===== src/hdl/lcta_pkg.sv =====
`timescale 1ns / 1ps
// ----------------------------------------------------------------------------
// lcta_pkg: shared types and constants of the template averager
// Field widths, default sizes, command and back-end state encodings.
// ----------------------------------------------------------------------------
package lcta_pkg;

    // default store geometry
    localparam int LABELS_DEF   = 32;
    localparam int CHANNELS_DEF = 8;
    localparam int CLIP_LEN_DEF = 64;

    // field and store widths
    localparam int LABEL_W   = 6;
    localparam int CHANNEL_W = 3;
    localparam int TIME_W    = 6;
    localparam int SAMPLE_W  = 16;
    localparam int SUM_W     = 40;
    localparam int CNT_W     = 24;
    localparam int MEAN_W    = 16;

    // command queue depth between front and back
    localparam int QUEUE_DEPTH = 4;

    typedef enum logic {
        OP_ACC   = 1'b0,
        OP_QUERY = 1'b1
    } op_t;

    // classified command flags handed from front to back
    typedef struct packed {
        op_t  op;
        logic label_ok;
        logic cell_ok;
        logic last;
    } cmd_ctl_t;

    typedef enum logic [2:0] {
        ST_CLEAR,
        ST_IDLE,
        ST_ACC,
        ST_QRD,
        ST_QDIV
    } back_state_t;

endpackage


===== src/hdl/lcta_fifo.sv =====
`timescale 1ns / 1ps
// ----------------------------------------------------------------------------
// lcta_fifo: short command queue
// Register-based circular queue that decouples the classifier from the
// store sequencer.
// ----------------------------------------------------------------------------
module lcta_fifo #(
    parameter int DATA_W = 8,
    parameter int DEPTH  = lcta_pkg::QUEUE_DEPTH
) (
    input  logic              clk,
    input  logic              rst_n,
    input  logic              push,
    input  logic [DATA_W-1:0] din,
    input  logic              pop,
    output logic [DATA_W-1:0] dout,
    output logic              not_empty,
    output logic              full
);
    import lcta_pkg::*;

    localparam int PTR_W = (DEPTH > 1) ? $clog2(DEPTH) : 1;
    localparam int CNT_W = $clog2(DEPTH + 1);

    logic [DATA_W-1:0] mem [DEPTH];
    logic [PTR_W-1:0]  wr_ptr_reg, wr_ptr_next;
    logic [PTR_W-1:0]  rd_ptr_reg, rd_ptr_next;
    logic [CNT_W-1:0]  cnt_reg, cnt_next;

    // pointer and fill bookkeeping
    always_comb
    begin
        wr_ptr_next = wr_ptr_reg;
        rd_ptr_next = rd_ptr_reg;
        cnt_next    = cnt_reg;
        if (push)
        begin
            wr_ptr_next = (wr_ptr_reg == PTR_W'(DEPTH - 1)) ? '0 : wr_ptr_reg + PTR_W'(1);
        end
        if (pop)
        begin
            rd_ptr_next = (rd_ptr_reg == PTR_W'(DEPTH - 1)) ? '0 : rd_ptr_reg + PTR_W'(1);
        end
        if (push && !pop)
            cnt_next = cnt_reg + CNT_W'(1);
        else if (pop && !push)
            cnt_next = cnt_reg - CNT_W'(1);
    end

    always_ff @(posedge clk or negedge rst_n)
    begin
        if (!rst_n)
        begin
            wr_ptr_reg <= '0;
            rd_ptr_reg <= '0;
            cnt_reg    <= '0;
        end
        else
        begin
            wr_ptr_reg <= wr_ptr_next;
            rd_ptr_reg <= rd_ptr_next;
            cnt_reg    <= cnt_next;
        end
    end

    // entry storage
    always_ff @(posedge clk)
    begin
        if (push)
            mem[wr_ptr_reg] <= din;
    end

    assign dout      = mem[rd_ptr_reg];
    assign not_empty = (cnt_reg != '0);
    assign full      = (cnt_reg == CNT_W'(DEPTH));

endmodule


===== config.mk =====
export PLATFORM = sky130hd
export DESIGN_NAME = lcta_fifo
export DESIGN_NICKNAME = d
export VERILOG_FILES = /design/src/hdl/lcta_pkg.sv /design/src/hdl/lcta_fifo.sv
export SDC_FILE = /design/constraint.sdc
export NUM_CORES = 1
export LEC_CHECK = 0
export ABC_AREA = 0
export BUFFER_PORTS_ARGS = -buffer_cell sky130_fd_sc_hd__buf_2
export CORE_MARGIN = 5
export CORE_UTILIZATION = 43
export DETAILED_ROUTE_END_ITERATION = 8
export GPL_ROUTABILITY_DRIVEN = 0
export PLACE_DENSITY_LB_ADDON = 0.15
export SYNTH_ARGS = -nofsm -noshare
export SYNTH_HDL_FRONTEND = slang
export SYNTH_SLANG_ARGS = --single-unit

===== constraint.sdc =====
create_clock -name clk -period 3.3 [get_ports clk]
set_input_delay 0.66 -clock clk [delete_from_list [all_inputs] [get_ports clk]]
set_output_delay 0.66 -clock clk [all_outputs]
set_load 0.02 [all_outputs]

* After elaboration in Yosys (flattened, before gate mapping)
Memory sizes are Yosys's and may differ from the RTL's.
Index checks and enable logic that the tools add are counted.
** Word-level totals
- Bits in registers :: 7
- RAM bits :: 32
- Input port bits :: 12
- Output and inout port bits :: 10
- Logic and storage cells :: 23
- Memories :: 1
** Operators by class
- Add/subtract/negate cells :: 4
- Eq/ne operators :: 3
- Mux-type cells :: 6
- Reduce and logical (&&, ||, !) cells :: 6
** Memories
- mem :: depth 4, width 8, read ports 1, clocked after memory_dff 0, wr ports 1, RTL line lcta_fifo.sv:25 : logic [DATA_W-1:0] mem [DEPTH];
** Operator list (count)
- $mux W3 :: 2
- $add A2 B1 Y2 const B :: 2
- $eq A2 B2 Y1 const B :: 2
- $mux W2 :: 2
- $add A3 B1 Y3 const B :: 1
- $eq A3 B3 Y1 const B :: 1
- $reduce_bool A3 Y1 :: 1
- $sub A3 B1 Y3 const B :: 1
- $logic_and A1 B1 Y1 :: 2
- $logic_not A1 Y1 :: 2
- $mux W1 :: 2
- $reduce_bool A2 Y1 :: 1

* Longest topological paths before layout
- Depth in word-level cells :: 4
- Gate-level depth with buffers :: 7
- Depth with buffers taken out :: 7

* Worst setup path before layout
OpenSTA, ideal clock, no wires.
- Kind :: register to output
- Start :: register rd_ptr_reg[0]
- End :: output dout[0]
- Data arrival time :: 1078 ps
- Setup slack :: 1562 ps
- Cell stages (with the launch flop) :: 3
- Buffers on the path :: 1
- Path through :: dfrtp_1 buf_6 mux4_2
** On the way
- Longest elaborated chain between the ends :: 1
** RTL lines
- from (decl) :: RTL line lcta_fifo.sv:27 : logic [PTR_W-1:0] rd_ptr_reg, rd_ptr_next;
- from (signal assigned) :: RTL line lcta_fifo.sv:61 : rd_ptr_reg <= rd_ptr_next;
- $mem_v2 Z4 W8
- to (decl) :: RTL line lcta_fifo.sv:16 : output logic [DATA_W-1:0] dout,
No other way between the ends.

* Final worst setup path
- Start :: register rd_ptr_reg[0]
- End :: output dout[1]
Same word-level chain as after synthesis.

==> reports/metrics.cfg <==
[cts]
tritoncts = done
clock-root-buffer = sky130_fd_sc_hd__clkbuf_8
clk_transition_reported_paths_ps = 70
postCtsResizedCells = 0
htree_num_levels = 2
cts_inserted_buffers = 5
holdBufCountCts = 0
clkLatencyLatePin_ps = 280
cts_setup_buffers = 0
clkSinkCount = 39
cts.path.max_buffers = 2

[detailed_routing]
post_drt_wl_per_cell_microns = 14.96
vias_per_cell = 4.766
dr_wl_met3_microns = 128
drt_iter0_drc = 13
number_of_routed_nets_with_antenna_violations = 0
dr.pass1.iters = 2
highest_layer = met4
drt-total-wl_microns = 2304
routed-via-count = 734
met1Wirelength_microns = 909
detailroute.wirelength.met2_microns = 1228
drc = 0

[worst_setup_path]
cp_max_stage_delay_ps = 720
timing.critical_path.cells = mux4_2, buf_2
worst_setup_path_startpoint = rd_ptr_reg[0]
cp.depth = 2
timing.critical_path.buf_inv = 1
critPathLaunchType = flop
critical_path_peak_fanout = 11
regToRegStartpoint = rd_ptr_reg[0]
crit_path_end = dout[1]
worstSetupEndpointType = output pin
critPathKind = flop to output pin
worstPathRequired_ps = 2640
cpMaxStageDelayCell = sky130_fd_sc_hd__dfrtp_1
worst-endpoint-arrival_ps = 1750
r2r-end = rd_ptr_reg[1]
path_delay_family = flip-flops
worst-r2r-setup-slack_ps = 1880
r2r_cells = 2

[synth]
synth-compound-area-share_pct = 0.6369
synth.lib_cells_used.distinct = 18
synth-xor-area-share_pct = 1.672
yosysWarnings = 0
syn-instance-count = 79
synth.mux.area_fraction_pct = 13.61
synth_simple_gate_area_share_pct = 3.503
synthDominantAreaCellType = sky130_fd_sc_hd__edfxtp_1
synth.top_cells.by_area = sky130_fd_sc_hd__edfxtp_1, sky130_fd_sc_hd__mux4_2, sky130_fd_sc_hd__dfrtp_1, sky130_fd_sc_hd__ha_1, sky130_fd_sc_hd__mux2_2
synth_top_family_by_area = multiplexers
ys_seq_elements = 39
synth-adder-area-share_pct = 6.051
sequential_fraction_of_the_synthesis_area_pct = 72.29
post-synth-top-area-fraction_pct = 61.15
syn_nets = 98
postSynthAreaPerCell_sq_um = 19.89
synth_area_sq_um = 1572

[power]
power-per-cell-area_nw_per_um2 = 861.3
power_leakage_nw = 0.6888
fin_total_pwr_mw = 1.579
irDropWorstVdd_uv = 487.0

[sta]
worst_slack_ps = 888.1
report.final.setup_viol = 0
fin_crit_ps = 2412
totalNegativeSetupSlack_ps = 0
unrepaired_setup_endpoints_after_global_routing = false
hold_violations = 0
slew_headroom_pct = 60.79
fin_worst_skew_ps = 1.342
report.final.slew_viol_count = 0
min_period_over_period_pct = 73.09
tightest_slew_ps = 588.2
top_achievable_clock_speed_ghz = 0.4146

[global_route]
grt_pass1_vias = 749
grt_max_degree = 14
grt-ovfl-total = 0
grt_pass1_wl_microns = 3767
global_route.usage.total_pct = 10.53
initial_antenna_violation_count = 0

[placement]
postPlaceCellArea_sq_um = 1720
port_buffers = 21
placement.setup.worst_slack_ps = 1142
place_inst = 146
hpwl_dp_microns = 1621

[floorplan]
die_height_microns = 70.46
dieArea_sq_um = 4964
pin_count = 22
fp.dieW_microns = 70.46
num_rows = 22
core_area_sq_um = 3606
start_util_pct = 43.58

[run_status]
status = completed

[final_layout]
antenna_cells = 0
post_route_cells_drive_above_1_share_pct = 37.74
postLayoutCellArea_sq_um = 1833
area_delta_synth_final_pct = 16.64
final_cells = 154
largest_reg_flops = 32
layout.nets = 124

[hold_path]
min-delay-path-class = input pin to async pin

[run]
maxCapViolCount = 0

## kinds of logic (layout without fill, tap and decap cells)
| family | Yosys count | count (layout) |
|---|---|---|
| DFF | 39 | 39 |
| and+or+nand+nor | 10 | 10 |
| buffers and inverters | 7 | 34 |
| xor gates and xnor gates | 3 | 3 |
| AOI/OAI and AO/OA | 2 | 2 |
| adders and majority gates | 7 | 7 |
| muxes | 11 | 11 |
## final cells by class
type,count,area (sq um)
clock buffers,5,68.82
clock inverters,3,43.79
fillers,314,1773
inverters,5,18.77
multi-input cells,33,400.4
flip-flops and latches,39,1136
well taps,48,60.06
repair buffers,21,105.1
## cells in the final DEF, fill, tap and decap left out
cell type and n:
sky130_fd_sc_hd__fa_1 1, sky130_fd_sc_hd__ha_1 6, sky130_fd_sc_hd__clkinv_2 1, sky130_fd_sc_hd__nand3_1 1, sky130_fd_sc_hd__bufinv_16 1, sky130_fd_sc_hd__inv_1 5
sky130_fd_sc_hd__nand2_1 1, sky130_fd_sc_hd__nor2_1 2, sky130_fd_sc_hd__or3_1 1, sky130_fd_sc_hd__buf_2 21, sky130_fd_sc_hd__edfxtp_1 32, sky130_fd_sc_hd__mux4_2 8
sky130_fd_sc_hd__xor2_1 2, sky130_fd_sc_hd__clkinv_4 1, sky130_fd_sc_hd__dfrtp_1 7, sky130_fd_sc_hd__nor3b_1 1, sky130_fd_sc_hd__mux2_2 3, sky130_fd_sc_hd__o21ai_0 2
sky130_fd_sc_hd__clkbuf_8 5, sky130_fd_sc_hd__xnor2_1 1, sky130_fd_sc_hd__and2_1 4
## worst reg2reg max path: cells and delay by family, from the launching register on
kind / cells / cell delay (ps)
adder cells (fa/ha/maj): 1 / 330
flip-flops: 1 / 720
multiplexers: 1 / 260
## power by group
| group | internal [mW] | leakage, nW | switching (mW) |
|---|---|---|---|
| Combinational | 0.220 | 0.254 | 0.227 |
| Sequential | 0.647 | 0.377 | 0.0992 |
| Clock | 0.225 | 0.0581 | 0.160 |
| Total | 1.09 | 0.689 | 0.487 |
## worst min path at each step
stage | end | slack, ps
2_1_floorplan | cnt_reg[0] | 360
3_3_place_gp | cnt_reg[2] | 460
3_5_place_dp | cnt_reg[2] | 490
4_1_cts | cnt_reg[1] | 190
5_1_grt | cnt_reg[2] | 180
6_report | cnt_reg[2] | 200
## routing by layer
metal / global-route usage, % / vias to the layer above
li1: - / 352
met1: 11.98 / 361
met2: 16.63 / 17
met3: 4.460 / 4
met4: 5.745 / 0
met5: 0 / -
## Yosys cell counts
library cell,n
sky130_fd_sc_hd__edfxtp_1,32
sky130_fd_sc_hd__mux4_2,8
sky130_fd_sc_hd__dfrtp_1,7
sky130_fd_sc_hd__ha_1,6
sky130_fd_sc_hd__inv_1,5
sky130_fd_sc_hd__and2_1,4
sky130_fd_sc_hd__mux2_2,3
sky130_fd_sc_hd__nor2_1,2
sky130_fd_sc_hd__o21ai_0,2
sky130_fd_sc_hd__xor2_1,2
sky130_fd_sc_hd__buf_2,1
sky130_fd_sc_hd__buf_6,1
sky130_fd_sc_hd__fa_1,1
sky130_fd_sc_hd__nand2_1,1
sky130_fd_sc_hd__nand3_1,1
sky130_fd_sc_hd__nor3b_1,1
sky130_fd_sc_hd__or3_1,1
sky130_fd_sc_hd__xnor2_1,1
## metrics by stage
stage | utilization (%) | hold WS, ps
6_report | 50.83 | 196.9
3_3_place_gp | 47.71 | 465.0
4_1_cts | 50.83 | 191.7
5_1_grt | 50.83 | 182.0
2_1_floorplan | - | 364.4
3_5_place_dp | 47.71 | 489.3
Note: power is estimated with default switching activity, not from simulation.
