<file path="config.mk">
export PLATFORM = sky130hd
export DESIGN_NAME = lcta_front
export DESIGN_NICKNAME = d
export VERILOG_FILES = /design/src/hdl/lcta_pkg.sv /design/src/hdl/lcta_front.sv
export SDC_FILE = /design/constraint.sdc
export NUM_CORES = 1
export LEC_CHECK = 0
export BUFFER_PORTS_ARGS = -buffer_cell sky130_fd_sc_hd__buf_2
export CAP_MARGIN = 0
export CORE_AREA = 2 2 39 41
export DETAILED_ROUTE_END_ITERATION = 10
export DIE_AREA = 0 0 41 43
export SYNTH_ARGS = -nofsm -noshare
export SYNTH_HDL_FRONTEND = slang
export SYNTH_SLANG_ARGS = --single-unit
</file>
<file path="constraint.sdc">
create_clock -name vclk -period 1.8
set_clock_uncertainty 0.2 [all_clocks]
set_input_delay 0.36 -clock vclk [all_inputs]
set_output_delay 0.36 -clock vclk [all_outputs]
set_load 0.02 [all_outputs]
</file>
<file path="src/hdl/lcta_pkg.sv">
`timescale 1ns / 1ps
// ----------------------------------------------------------------------------
// lcta_pkg: shared types and constants of the template averager
// Field widths, default sizes, command and back-end state encodings.
// ----------------------------------------------------------------------------
package lcta_pkg;

    // default store geometry
    localparam int LABELS_DEF   = 32;
    localparam int CHANNELS_DEF = 8;
    localparam int CLIP_LEN_DEF = 64;

    // field and store widths
    localparam int LABEL_W   = 6;
    localparam int CHANNEL_W = 3;
    localparam int TIME_W    = 6;
    localparam int SAMPLE_W  = 16;
    localparam int SUM_W     = 40;
    localparam int CNT_W     = 24;
    localparam int MEAN_W    = 16;

    // command queue depth between front and back
    localparam int QUEUE_DEPTH = 4;

    typedef enum logic {
        OP_ACC   = 1'b0,
        OP_QUERY = 1'b1
    } op_t;

    // classified command flags handed from front to back
    typedef struct packed {
        op_t  op;
        logic label_ok;
        logic cell_ok;
        logic last;
    } cmd_ctl_t;

    typedef enum logic [2:0] {
        ST_CLEAR,
        ST_IDLE,
        ST_ACC,
        ST_QRD,
        ST_QDIV
    } back_state_t;

endpackage

</file>
<file path="src/hdl/lcta_front.sv">
`timescale 1ns / 1ps
// ----------------------------------------------------------------------------
// lcta_front: command classifier
// Checks label and cell ranges, forms the sum store address and the count
// index, and flags accumulate words that carry no usable label as not kept.
// ----------------------------------------------------------------------------
module lcta_front #(
    parameter int MAX_LABELS   = lcta_pkg::LABELS_DEF,
    parameter int MAX_CHANNELS = lcta_pkg::CHANNELS_DEF,
    parameter int MAX_CLIP_LEN = lcta_pkg::CLIP_LEN_DEF
) (
    input  logic                           op,
    input  logic [lcta_pkg::LABEL_W-1:0]   label,
    input  logic [lcta_pkg::CHANNEL_W-1:0] channel,
    input  logic [lcta_pkg::TIME_W-1:0]    time_offset,
    input  logic                           clip_last,
    output logic                           keep,
    output lcta_pkg::cmd_ctl_t             ctl,
    output logic [((MAX_LABELS*MAX_CHANNELS*MAX_CLIP_LEN) > 1 ?
                   $clog2(MAX_LABELS*MAX_CHANNELS*MAX_CLIP_LEN) : 1)-1:0] addr,
    output logic [(MAX_LABELS > 1 ? $clog2(MAX_LABELS) : 1)-1:0] lbl_idx
);
    import lcta_pkg::*;

    localparam int CELLS  = MAX_LABELS * MAX_CHANNELS * MAX_CLIP_LEN;
    localparam int ADDR_W = (CELLS > 1) ? $clog2(CELLS) : 1;
    localparam int LBL_IW = (MAX_LABELS > 1) ? $clog2(MAX_LABELS) : 1;

    logic [8:0]        lbl_m1;
    logic [ADDR_W-1:0] row;
    logic              label_ok;
    logic              cell_ok;

    // range checks
    assign label_ok = (label != '0) && (32'(label) <= 32'(MAX_LABELS));
    assign cell_ok  = (32'(channel) < 32'(MAX_CHANNELS)) &&
                      (32'(time_offset) < 32'(MAX_CLIP_LEN));

    // label, channel, time to flat cell address
    assign lbl_m1  = 9'(label) - 9'd1;
    assign lbl_idx = lbl_m1[LBL_IW-1:0];
    assign row     = ADDR_W'(lbl_m1) * ADDR_W'(MAX_CHANNELS) + ADDR_W'(channel);
    assign addr    = row * ADDR_W'(MAX_CLIP_LEN) + ADDR_W'(time_offset);

    // classified flags
    always_comb
    begin
        ctl.op       = op_t'(op);
        ctl.label_ok = label_ok;
        ctl.cell_ok  = cell_ok;
        ctl.last     = clip_last;
        keep         = (op_t'(op) == OP_QUERY) || label_ok;
    end

endmodule

</file>
Word level (Yosys, flattened, before mapping):

Index checks and enable logic that the tools add are counted.

* word-level logic and storage cells: 7
* input bits: 17
* register bits: 0
* output and inout port bits: 24

* reduce and logical (&&, ||, !) cells: 3
* $lt $le $gt $ge: 1
* $add $sub $neg: 3

Operators with widths (number)
* adder 14 x 6 -> 14 bit: 1
* adder 8 x 3 -> 8 bit: 1
* less-or-equal comparator 6 bit (second input constant): 1
* nonzero test 6 bit: 1
* subtractor 5 x 1 -> 5 bit (second input constant): 1
* logical AND 1 bit: 1
* logical OR 1 bit: 1

Logic depth before layout (Yosys ltp):

Gate-level depths: netlist of run 1.

* depth in word-level cells: 3
* depth in mapped cells: 5
* gate-level depth less buffers: 4

Least setup slack after synthesis of run 1:

Ideal clock, no wire load.

* path kind: in2out
* from: input label[0] (netlist bit)
* to: output lbl_idx[4] (netlist bit)
* required time: 1.240 ns
* path buffers: 1
* path slack: -0.383 ns
* arrival time: 1.623 ns
* stages: 5
* path through: inv_1 > ha_1 > nor3b_1 > xor2_1 > buf_4

* word-level cells in the longest chain between the ends: 1

Ends and longest elaborated chain
* start: declaration: line lcta_front.sv:13 `input logic [lcta_pkg::LABEL_W-1:0] label,`
* subtractor 5 x 1 -> 5 bit: line lcta_front.sv:40 `assign lbl_m1 = 9'(label) - 9'd1;`
* end: declaration: line lcta_front.sv:21 `output logic [(MAX_LABELS > 1 ? $clog2(MAX_LABELS) : 1)-1:0] lbl_idx`

No other way between the ends.

Worst setup path after layout of run 1:

* from: input label[0] (netlist bit)
* to: output keep

* word-level cells in the longest chain between the ends: 3
* elaborated cells on any way between the ends: 4
* classes of those cells: order compare: 1; reduce/logical: 3

Ends and longest elaborated chain
* less-or-equal comparator 6 bit / nonzero test 6 bit (equally long branches): line lcta_front.sv:35 `assign label_ok = (label != '0) && (32'(label) <= 32'(MAX_LABELS));`
* logical AND 1 bit (*): line lcta_front.sv:35
* logical OR 1 bit (*): line lcta_front.sv:52 `keep = (op_t'(op) == OP_QUERY) || label_ok;`
* end: declaration: line lcta_front.sv:17 `output logic keep,`

Every way passes the cells marked *; elsewhere a longest branch is shown, timed or not.

==> flow_summary.yaml, run 1 <==
sta:
  postLayoutSetupSlackWorst_ns: -0.0655
  finalHoldViolCount: 0
  setup_violations: 3
  slew_viol_final: 0
  setup_tns_ns: -0.160
  finalCriticalPeriod_ns: 1.87
  whs_ns: 0.520
  max_clock_freq_ghz: 0.536
  rsz0062_at_grt: "true"
  min_period_over_period_pct: 104
worst_hold_path:
  hp-class: "in2out"
  hp-start: "time_offset[3]"
  hold_path_end: "addr[3]"
  min_path_cells: 0
final_layout:
  nClkBuffers: 0
  n_sequential_cell: 0
  antenna_cells: 0
  syn_to_final_growth_pct: 50.7
  seq_area_um2: 0
  final_cell_mix: "buf_2 (14), buf_4 (10), buf_6 (3)"
  fin_nets: 65
  stdcell_count: 60
  n_fill_cell: 151
  final_common_cell: "buf_2"
  fin_area_um2: 402
  drive_gt1_share_pct: 84.1
  utilization_pct: 29.0
  multiInputGateArea_um2: 173
worst_setup_path:
  crit_chain: "buf_8 > clkinvlp_4 > ha_4 > nor4b_4 > mux2i_2 > buf_4"
  end_kind: "output port"
  arrival_ns: 1.31
  crit_path_max_incr_delay_ns: 0.25
  critPathMaxFanout: 2
  cp_slowest_cell: "nor4b_4"
  path_class: "in2out"
  start_kind: "input pin"
  required_ns: 1.24
global_routing:
  grt_pass1_vias: 183
  antenna_found_initial: 0
  grt_pass1_wl_um: 669
  track_usage_pct: 5.09
  grt_max_degree: 4
  overflow: 0
placement:
  port_buffers: 20
  placed_area_um2: 328
  dpl.cell_count: 57
  dpl.hpwl_um: 440
  dpl_worst_slack_ns: -0.185
  gp_congestion: 0.621
power:
  pwr_density_cell_mw_per_mm2: 294
  leakagePower_nw: 0.196
  peakVddDrop_v: 0.0000868
  p_total_mw: 0.118
floorplanning:
  rows: 14
  dieArea_mm2: 0.00176
  core_mm2: 0.00138
  io_pins: 41
  die_h_um: 43
  start_util_pct: 19.3
  die-width_um: 41
synthesis:
  synth-seq-area-share_pct: 0
  syn-num-nets: 53
  yosys_warnings: 0
  synthTopCellsByArea: "buf_4 (51%), xor2_1 (9.9%), ha_1 (9.4%)"
  synth_cell_type_count: 12
  synth_area_um2: 267
  avgSynthCellArea_um2: 7.84
  synth_top_area_cell: "buf_4"
  syn_inst: 34
  yosys.area.top_type_share_pct: 50.7
route:
  vias: 208
  viasPerCell: 3.47
  wirelength_um: 481
  post_drt_wl_per_cell_um: 8.02
  ant_nets: 0
  drtPass1Iterations: 1
  drc: 0
  drtIter0Drc: 0
status:
  failed_checks: "setup timing"
  outcome: "finished, violations left"
run:
  drv_cap: 0
## power breakdown
group	total, mW	switching, mW	internal [mW]	leakage, nW
sequential	0	0	0	0
clock	0	0	0	0
combinational	0.118	0.0643	0.0537	0.196
## Yosys cell counts
library cell / number
nor2_1: 1
nor3b_1: 1
buf_4: 18
ha_1: 2
nor3_1: 1
nor2b_1: 1
conb_1: 1
xnor2_1: 1
mux2i_1: 1
inv_1: 3
nor4b_4: 1
xor2_1: 3
## worst max-delay path by stage
stage | from | to | slack [ns] | cells after the start
6_report | label[0] | keep | -0.07 | 6
5_1_grt | label[0] | keep | -0.13 | 6
4_1_cts | label[0] | keep | -0.08 | 6
3_5_place_dp | label[1] | keep | -0.19 | 6
3_3_place_gp | label[1] | keep | -0.16 | 6
2_1_floorplan | label[0] | lbl_idx[4] | -0.12 | 5
## cell type report
cell class | count | share of cell area, %
inverters | 3 | 3.74
well taps | 16 | 4.98
repair buffers | 28 | 48.3
multi-input cells | 13 | 43.0
## metal layers
metal,track usage [%],up-vias,part of all wire (%)
li1,-,104,-
met1,4.75,86,26
met2,10.3,16,56
met3,1.05,2,17
met4,0.667,0,0.42
met5,0,-,0
## critical path, delay by kind of cell
family | cells | cell delay, ns
adders and majority gates | 1 | 0.12
buffers and inverters | 3 | 0.34
and+or+nand+nor | 1 | 0.25
muxes | 1 | 0.24
## what timing repair did
action                     in CTS  in global routing
setup endpoints to repair       4                  6
setup buffers                   2                  1
hold buffers                    0                  0
pin swaps                       2                  1
resized for setup              11                  2
## logic make-up after synthesis
family	after synthesis	share of synthesized area [%]
xor gates and xnor gates	4	13.1
adders and majority gates	2	9.39
and+or+nand+nor	5	17.4
other	1	1.41
muxes	1	3.76
buffers and inverters	21	54.9
No activity file was read; power rests on OpenSTA's default activity.
==> inputs of run 2 (changes only) <==
==> constraint.sdc (replaced) <==
create_clock -name vclk -period 1.95
set_clock_uncertainty 0.2 [all_clocks]
set_input_delay 0.39 -clock vclk [all_inputs]
set_output_delay 0.39 -clock vclk [all_outputs]
set_load 0.02 [all_outputs]
==> run 2 against run 1 <==
Net effect:
- the run now ends clean
- critical endpoint unchanged
- non-clock buffer count down 3
- core utilization is 1.7 points lower
- cell area decreased by 5.9%
- die area stayed put
- first-iteration DRC count did not move
- via count is 2.9% lower
- sequential cell count unchanged
==> flow_summary.yaml, run 2 (synthesis gave the netlist of run 1 again) <==
status:
  outcome: "finished clean"
final_layout:
  antenna_cells: 0
  final_cell_mix: "buf_2 (15), buf_6 (6), buf_4 (4)"
  stdcell_count: 57
  n_sequential_cell: 0
  n_fill_cell: 153
  final_common_cell: "buf_2"
  multiInputGateArea_um2: 168
  drive_gt1_share_pct: 80.5
  seq_area_um2: 0
  fin_nets: 62
  syn_to_final_growth_pct: 41.8
  fin_area_um2: 378
  nClkBuffers: 0
run:
  drv_cap: 0
route:
  wirelength_um: 535
  viasPerCell: 3.54
  drc: 0
  drtIter0Drc: 0
  ant_nets: 0
  vias: 202
  drtPass1Iterations: 1
  post_drt_wl_per_cell_um: 9.39
worst_setup_path:
  end_kind: "output port"
  crit_chain: "buf_6 > clkinvlp_4 > ha_4 > nor4b_4 > mux2i_2 > buf_4"
  required_ns: 1.36
  start_kind: "input pin"
  arrival_ns: 1.36
  cp_slowest_cell: "nor4b_4"
  cpLargestDelayFamily: "buffers and inverters"
  crit_start: "label[0]"
  crit_cells: 6
  path_class: "in2out"
  cp_num_buf_inv: 3
  crit_path_max_incr_delay_ns: 0.26
  setup.worst_path.end: "keep"
  critPathMaxFanout: 2
floorplanning:
  dieArea_mm2: 0.00176
  core_mm2: 0.00138
  io_pins: 41
  rows: 14
  die_h_um: 43
  die-width_um: 41
  start_util_pct: 19.3
power:
  p_int_mw: 0.0465
  pwr_density_cell_mw_per_mm2: 282
  p_comb_share_pct: 100.0
  p_sw_share_pct: 56.3
  clock_power_share_pct: 0
  peakVddDrop_v: 0.0000604
  p_sw_mw: 0.0600
  leakagePower_nw: 0.181
  pwr-share-seq_pct: 0
sta:
  min_period_over_period_pct: 99.9
  slew_viol_final: 0
  setup_tns_ns: 0
  rsz0062_at_grt: "true"
  max_clock_freq_ghz: 0.513
  finalCriticalPeriod_ns: 1.95
  setup_violations: 0
  finalHoldViolCount: 0
global_routing:
  track_usage_pct: 5.80
  overflow: 0
  grt_max_degree: 4
  antenna_found_initial: 0
  grt_pass1_vias: 156
  grt_pass1_wl_um: 731
placement:
  placed_area_um2: 313
  port_buffers: 20
  gp_congestion: 0.601
  dpl.hpwl_um: 439
  dpl.cell_count: 55
clock_network:
  postCtsHoldBufs: 0
worst_hold_path:
  hp-class: "in2out"
-- run 2: cell types whose count changed in the layout (fill, tap and decap cells not counted) --
cell	change
nor3_1	+1
nor3_2	-1
buf_8	-1
inv_4	+1
buf_6	+3
buf_4	-6
buf_2	+1
inv_2	-1
-- run 2: layout make-up --
type | instances | area share [%]
inverter | 3 | 4.64
multi-input combinational | 13 | 44.4
tap | 16 | 5.30
timing repair buffer | 25 | 45.7
-- run 2: per-stage QoR --
stage / total power [mW] / hold WS, ns / utilization, % / worst slack (ns)
6_report: 0.106 / 0.580 / 27.3 / 0.00254
3_5_place_dp: 0.0916 / 0.580 / 22.6 / -0.107
5_1_grt: 0.115 / 0.580 / 27.3 / -0.0462
3_3_place_gp: 0.0908 / 0.580 / 22.6 / -0.0776
2_1_floorplan: 0.0981 / 0.674 / - / -0.0286
4_1_cts: 0.102 / 0.580 / 25.8 / -0.00182
-- run 2: worst min-delay path by stage --
stage               cells past startpoint  slack [ns]       end      startpoint
detailed placement                      0        0.58   addr[1]  time_offset[1]
CTS                                     0        0.58   addr[1]  time_offset[1]
global route                            0        0.58   addr[5]  time_offset[5]
global placement                        0        0.58   addr[1]  time_offset[1]
floorplan                               1        0.67  addr[13]        label[4]
finish                                  0        0.58   addr[0]  time_offset[0]
-- run 2: power groups by stage --
stage | Sequential (mW) | Clock, mW | Combinational, mW
6_report | 0 | 0 | 0.106
4_1_cts | 0 | 0 | 0.102
3_3_place_gp | 0 | 0 | 0.0908
2_1_floorplan | 0 | 0 | 0.0981
3_5_place_dp | 0 | 0 | 0.0916
5_1_grt | 0 | 0 | 0.115
-- run 2: repair_timing --
action | in CTS | in global routing
pin swaps | 1 | 1
setup endpoints to repair | 2 | 3
gates resized for setup | 9 | 4
hold endpoints to repair | 0 | 0
setup buffers | 1 | 1
-- run 2: layer usage --
metal | vias to the layer above | GRT usage (%) | wire (µm)
met4 | 0 | 0 | 0
li1 | 98 | - | -
met5 | - | 0 | 0
met3 | 0 | 1.05 | 79
met1 | 91 | 6.35 | 141
met2 | 13 | 11.3 | 314
==> inputs of run 3 (changes only) <==
==> constraint.sdc (replaced) <==
create_clock -name vclk -period 1.95
set_clock_uncertainty 0.2 [all_clocks]
set_input_delay 0.39 -clock vclk [all_inputs]
set_output_delay 0.39 -clock vclk [all_outputs]
set_load 0.005 [all_outputs]
==> run 3 against run 2 <==
Net effect:
- global-route usage shrank 2.1 points
- sequential share of layout area is the same
- cell area is 30% lower
- critical path depth unchanged
==> flow_summary.yaml, run 3 (synthesis gave the netlist of run 1 again) <==
status:
  outcome: "finished clean"
final_layout:
  drive_gt1_share_pct: 67.6
  utilization_pct: 19.1
  fin_area_um2: 264
  n_sequential_cell: 0
  final_cell_mix: "buf_2 (20), xor2_1 (3), inv_2 (2), ha_1 (2)"
  n_fill_cell: 163
  nClkBuffers: 0
  syn_to_final_growth_pct: -0.939
  multiInputGateArea_um2: 125
  antenna_cells: 0
  seq_area_um2: 0
  fin_nets: 58
  final_common_cell: "buf_2"
placement:
  dpl_worst_slack_ns: 0.0106
  port_buffers: 20
  dpl.hpwl_um: 361
  gp_congestion: 0.555
  placed_area_um2: 259
worst_setup_path:
  end_kind: "output port"
  arrival_ns: 1.29
  critPathMaxFanout: 3
  path_class: "in2out"
  start_kind: "input pin"
  required_ns: 1.36
floorplanning:
  dieArea_mm2: 0.00176
  start_util_pct: 19.3
  io_pins: 41
  core_mm2: 0.00138
  die_h_um: 43
  rows: 14
  die-width_um: 41
route:
  drtPass1Iterations: 1
  drc: 0
  viasPerCell: 3.40
  drtIter0Drc: 0
  post_drt_wl_per_cell_um: 7.06
  wirelength_um: 374
  ant_nets: 0
  vias: 180
global_routing:
  grt_pass1_wl_um: 496
  grt_pass1_vias: 145
  overflow: 0
  grt_max_degree: 5
  antenna_found_initial: 0
  track_usage_pct: 3.70
worst_hold_path:
  hp-class: "in2out"
clock_network:
  postCtsHoldBufs: 0
  cts_setup_buffers: 0
  ctsResizeCount: 0
power:
  peakVddDrop_v: 0.0000350
  pwr_density_cell_mw_per_mm2: 204
  p_comb_share_pct: 100.0
  p_int_mw: 0.0285
  leakagePower_nw: 0.147
  clock_power_share_pct: 0
  pwr-share-seq_pct: 0
  p_sw_mw: 0.0254
  p_sw_share_pct: 47.1
sta:
  setup_violations: 0
  min_period_over_period_pct: 96.4
  finalHoldViolCount: 0
  slew_viol_final: 0
  finalCriticalPeriod_ns: 1.88
  postLayoutSetupSlackWorst_ns: 0.0703
  setup_tns_ns: 0
  max_clock_freq_ghz: 0.532
  rsz0062_at_grt: "false"
run:
  drv_cap: 0
run 3: changes by cell type in the layout (fill, tap and decap cells not counted), sizes merged:
cell,before,now
buf,25,21
clkinvlp,1,0
inv,2,3
run 3: layer usage:
layer / wire length (µm) / share of wire [%] / global-route usage [%]
met5: 0 / 0 / 0
met2: 188 / 50 / 6.56
met4: 0 / 0 / 1.33
met3: 71 / 19 / 0.524
met1: 114 / 30 / 4.11
run 3: per-stage QoR:
| step | hold slack (ns) | std cells | power, mW |
|---|---|---|---|
| 4_1_cts | 0.580 | 53 | 0.0545 |
| 3_3_place_gp | 0.580 | 53 | 0.0537 |
| 3_5_place_dp | 0.580 | 53 | 0.0543 |
| 6_report | 0.580 | 53 | 0.0540 |
| 5_1_grt | 0.580 | 53 | 0.0625 |
| 2_1_floorplan | 0.634 | 34 | 0.0532 |
run 3: final timing paths:
check      startpoint      end  slack, ns  cells past startpoint
max          label[0]     keep       0.07                      6
min    time_offset[3]  addr[3]       0.58                      0
run 3: worst max-delay path, stage by stage:
cell and delay (ns):
buf_2 0.11, inv_2 0.06, ha_1 0.14, nor4b_4 0.25
mux2i_1 0.21, buf_2 0.13
run 3: cell type report:
cell class | instances | area share (%)
well taps | 16 | 7.58
inverters | 3 | 4.27
multi-input cells | 13 | 47.4
repair buffers | 21 | 40.8
run 3: power by group through the flow:
stage          registers [mW]  clock network, mW  logic, mW
2_1_floorplan               0                  0     0.0532
3_3_place_gp                0                  0     0.0537
3_5_place_dp                0                  0     0.0543
4_1_cts                     0                  0     0.0545
5_1_grt                     0                  0     0.0625
6_report                    0                  0     0.0540
